===== src/lsm_pkg.sv =====
// Package for the Lucas sequence modular core.
// Request/result structs, status codes, shared ALU opcodes. No dependencies.
`default_nettype none
package lsm_pkg;

	localparam int unsigned FW = 64;

	typedef enum logic [1:0] {
		ST_OK        = 2'd0,
		ST_DISC_ZERO = 2'd1,
		ST_MOD_ZERO  = 2'd2
	} status_t;

	typedef struct packed {
		logic signed [FW-1:0] coef_p;
		logic signed [FW-1:0] coef_q;
		logic [FW-1:0]        seq_index;
		logic [FW-1:0]        modulus;
	} req_t;

	typedef struct packed {
		logic [FW-1:0] u_value;
		logic [FW-1:0] v_value;
		logic [1:0]    status;
	} res_t;

	// operations of the shared modular unit
	typedef enum logic [1:0] {
		OP_MUL = 2'd0,
		OP_SUB = 2'd1,
		OP_ADD = 2'd2,
		OP_RED = 2'd3
	} alu_op_t;

endpackage
`default_nettype wire


===== src/lsm_alu.sv =====
// Shared modular arithmetic unit: bit-serial multiply, restoring reduction,
// add and subtract mod n computed directly on go. Depends on lsm_pkg.
`default_nettype none
module lsm_alu #(
	parameter int unsigned WIDTH = 64
) (
	input  wire logic                 clk,
	input  wire logic                 arst_n,
	input  wire logic                 go,
	input  wire lsm_pkg::alu_op_t     op,
	input  wire logic [WIDTH-1:0]     a,
	input  wire logic [WIDTH-1:0]     b,
	input  wire logic [WIDTH-1:0]     n,
	output logic                      done,
	output logic [WIDTH-1:0]          y
);
	import lsm_pkg::*;

	localparam int unsigned CW = $clog2(WIDTH);

	logic [WIDTH-1:0] acc_q, a_q, b_q, n_q;
	logic [CW-1:0]    cnt_q;
	logic             run_q;
	alu_op_t          op_q;

	// modular add helper: x,z < n
	function automatic logic [WIDTH-1:0] addm(input logic [WIDTH-1:0] x,
		input logic [WIDTH-1:0] z, input logic [WIDTH-1:0] m);
		logic [WIDTH-1:0] room;
		room = m - z;
		return (x >= room) ? (x - room) : (x + z);
	endfunction

	logic [WIDTH-1:0] dbl, mstep, rsh;
	logic [WIDTH:0]   rwide;

	always_comb begin
		dbl   = addm(acc_q, acc_q, n_q);
		mstep = b_q[WIDTH-1] ? addm(dbl, a_q, n_q) : dbl;
		// reduction: shift in next bit of a, subtract n if it fits
		rwide = {acc_q, a_q[WIDTH-1]};
		rsh   = (rwide >= {1'b0, n_q}) ? WIDTH'(rwide - {1'b0, n_q}) : rwide[WIDTH-1:0];
	end

	assign y = acc_q;

	always_ff @(posedge clk or negedge arst_n) begin
		if (!arst_n) begin
			run_q <= 1'b0;
			done  <= 1'b0;
			cnt_q <= '0;
		end else begin
			done <= 1'b0;
			if (go) begin
				op_q <= op;
				a_q  <= a;
				b_q  <= b;
				n_q  <= n;
				cnt_q <= CW'(WIDTH-1);
				unique case (op)
					OP_SUB: begin
						acc_q <= (a >= b) ? (a - b) : (a + (n - b));
						done  <= 1'b1;
					end
					OP_ADD: begin
						acc_q <= addm(a, b, n);
						done  <= 1'b1;
					end
					default: begin
						acc_q <= '0;
						run_q <= 1'b1;
					end
				endcase
			end else if (run_q) begin
				if (op_q == OP_MUL) begin
					acc_q <= mstep;
					b_q   <= b_q << 1;
				end else begin
					acc_q <= rsh;
					a_q   <= a_q << 1;
				end
				cnt_q <= cnt_q - 1'b1;
				if (cnt_q == '0) begin
					run_q <= 1'b0;
					done  <= 1'b1;
				end
			end
		end
	end
endmodule
`default_nettype wire


===== config.mk =====
export PLATFORM = sky130hd
export DESIGN_NAME = lsm_alu
export DESIGN_NICKNAME = d
export VERILOG_FILES = /design/src/lsm_pkg.sv /design/src/lsm_alu.sv
export SDC_FILE = /design/constraint.sdc
export NUM_CORES = 2
export LEC_CHECK = 0
export ABC_CLOCK_PERIOD_IN_PS = 29900
export BUFFER_PORTS_ARGS = -buffer_cell sky130_fd_sc_hd__buf_2
export CORE_UTILIZATION = 65
export DETAILED_ROUTE_END_ITERATION = 10
export HOLD_SLACK_MARGIN = 0.08
export PLACE_DENSITY = 0.84
export SYNTH_ARGS = -nofsm -noshare
export SYNTH_HDL_FRONTEND = slang
export SYNTH_SLANG_ARGS = --single-unit

===== constraint.sdc =====
create_clock -name clk -period 29.9 [get_ports clk]
set_input_delay 1.495 -clock clk [delete_from_list [all_inputs] [get_ports clk]]
set_output_delay 1.495 -clock clk [all_outputs]
set_load 0.02 [all_outputs]

==> results.txt <==
Synth Flop Type: edfxtp_1
Worst Hold End: b_q[32]$_DFFE_PP_
Routed Antenna Nets: 0
Worst setup margin: 15.23 ns
Num rows: 104
DRT Wirelength: 220000 µm
Setup TNS: 0 ns
Final RePlAce weighted congestion: 1.12
Yosys cell types: 108
Core area: 81100 µm²
Cts repair resizes: 0
Post-CTS setup buffers: 0
Starting Density: 66.0%
Worst reg2reg path endpoint: y[42]$_DFFE_PP_
Hold Vio Cnt, Final: 0
Relative slew slack: 10.4%
Most common cell after layout, fill and taps aside: a21oi_1
Drt first pass iters: 10
Post-synthesis mux area share: 1.96%
Post-synthesis xor/xnor area fraction: 10.7%
Max Slew Vio Count: 0
Data arrival, critical path: 15.06 ns
CTS H-Tree Depth: 2
Clock Pin Slew Worst Setup and Hold Paths: 0.06 ns
Via count of the routed design: 59071
Run status: finished clean
RSZ-0062 raised after global routing: false
CTS buffer count: 35
Reg2reg path depth: 46
Synth Area in Compound Gates: 31.3%
Total clock sinks: 266
CTS Hold Buffers Added: 0
Post-synth EDFFs: 258
Startpoint Class: flop
Chip height: 289 µm
Vias per cell: 7.00
Final worst-path cycle share: 49.0%
Layout cells sized above 1: 7.04%
CP most frequent cell: o21ai_0
Largest net degree at the start of global routing: 67
Worst Path Buf+Inv: 4
Simple-gate share of the synthesized area: 18.1%
Die Area: 83500 µm²
Max stage delay cell, worst path: nor4_2
Mapped Area: 53500 µm²
Combinational family with the most area after synthesis: compound AO/OA/AOI/OAI gates
First-pass GRT wire length: 319000 µm
DRC: 0
Area leader, netlist: ha_1
Reg2Reg Setup Slack: 15.23 ns
FF-to-FF Start: y[0]$_DFFE_PP_
Worst Path Required: 30.30 ns
Gr usage total: 50.4%
Worst-skew pair later-pin latency: 0.60 ns
Max frequency: 68.2 MHz
Synth top area share: 16.0%
Initial antenna violation count: 9
TritonCTS clock tree: built
Post-synthesis sequential area ratio: 14.8%
Hold path cells: 1
Root buffer cell: clkbuf_16
Dpl ws: 16.01 ns
Width of the die: 289 µm
CP max FO: 60
FF+latch count, synth: 266
Synthesized Nets: 8224
Most frequent cells in the layout: a21oi_1 (830), ha_1 (684), nand2_1 (582)
Bufs on Longest Clock Path: 3
Async S/R FF share, synth: 3.01%
Final Skew: 0.0461 ns
Vias in the first global route: 52794
Crit. End Element: flop
Crit path max-delay family: compound AO/OA/AOI/OAI gates
Nets: 8232
Port Buffers: 261
Final setup violating endpoints: 0
Iter 0 DRT Violations: 8934
Crit-path max cell delay: 0.78 ns
Hpwl dp: 179000 µm
Area delta synth->final: 5.50%
Final global-route overflow total: 0
Worst slew pin tran: 1.33 ns
Syn_area_per_cell: 7.30 µm²
Cells after Synth: 7334
Hold path start: b_q[31]$_DFFE_PP_
DR WL/cell: 26.1 µm
Yosys warns: 0
Adder-Cell Fraction of Synth Area: 16.6%
Max-Cap Viols: 0
HP Class: flop to flop
Min Tclk post-route: 14.67 ns
Largest cells by area after synthesis: ha_1 (16%), edfxtp_1 (14%), a21oi_1 (7.8%)
I/O pin count: 262
Crit Path Class: flop to flop
## layer usage
metal,part of all wire [%],GRT usage [%],vias to the layer above
li1,-,-,26658
met1,39,68.8,27349
met2,37,66.9,4475
met3,19,24.7,587
met4,4.6,19.1,2
met5,0.0059,0,-
## registers in the layout, indices dropped and copies added (netlist names)
| name | cells |
|---|---|
| a_q | 64 |
| b_q | 64 |
| n_q | 64 |
| y | 64 |
| cnt_q | 6 |
| op_q | 2 |
| done | 1 |
| run_q | 1 |
## per-stage QoR
stage	instance area (µm²)	util, %	hold slack [ns]	cells
final	56500	69.7	0.538	8437
after global routing	56500	69.7	0.561	8430
after CTS	56500	69.6	0.543	8427
after detailed placement	55300	68.2	0.537	8365
after global placement	55300	68.2	0.503	8365
after floorplan	53500	-	0.488	7334
## cells in the mapped netlist (56+ instances only)
cell type / count
a21oi_1: 830
nor2b_1: 88
o21a_1: 75
nand2_1: 582
o21bai_1: 176
o21ai_0: 567
o211ai_1: 65
nand4_1: 106
a211oi_1: 78
and3_1: 56
mux2_2: 70
nand2b_1: 109
xnor2_1: 449
clkbuf_1: 282
xor2_1: 203
nand3_1: 143
a21o_1: 307
ha_1: 684
edfxtp_1: 258
nor3_1: 159
o31ai_1: 67
inv_1: 580
a31oi_1: 62
nor2_1: 582
## worst max path at each step
stage / start / endpoint / slack [ns] / depth (start not counted)
floorplan: y[1]$_DFFE_PP_ / y[63]$_DFFE_PP_ / 19.11 / 51
global placement: y[1]$_DFFE_PP_ / y[58]$_DFFE_PP_ / 16.45 / 46
detailed placement: y[0]$_DFFE_PP_ / y[42]$_DFFE_PP_ / 16.01 / 46
CTS: y[0]$_DFFE_PP_ / y[42]$_DFFE_PP_ / 15.87 / 46
global route: y[0]$_DFFE_PP_ / y[42]$_DFFE_PP_ / 14.66 / 46
finish: y[0]$_DFFE_PP_ / y[42]$_DFFE_PP_ / 15.23 / 46
## worst register-to-register path: cells and delay by family, from the launching register on
| kind | cells | cell delay [ns] |
|---|---|---|
| flip-flops | 1 | 0.57 |
| AND/OR/NAND/NOR | 7 | 2.44 |
| adder cells (fa/ha/maj) | 4 | 1.45 |
| AO/OA/AOI/OAI | 30 | 8.20 |
| buffers and inverters | 4 | 1.65 |
| XOR/XNOR | 1 | 0.16 |
## logic make-up after synthesis
group,after synthesis
multiplexers,96
AND/OR/NAND/NOR,2055
buffers and inverters,914
flip-flops,266
AO/OA/AOI/OAI,2642
XOR/XNOR,652
adder cells (fa/ha/maj),709
## area by class of cell
| class | instances | area, µm² |
|---|---|---|
| tap | 1060 | 1330 |
| clock buffer | 38 | 887 |
| inverter | 589 | 2210 |
| multi-input combinational | 6154 | 42200 |
| antenna | 10 | 25.0 |
| fill | 6822 | 24600 |
| clock inverter | 24 | 310 |
| timing repair buffer | 296 | 1580 |
| sequential | 266 | 7950 |
Power is left out: the tool's default activity adds up to more than one toggle a clock period on the data nets, which glitch-free logic cannot reach.
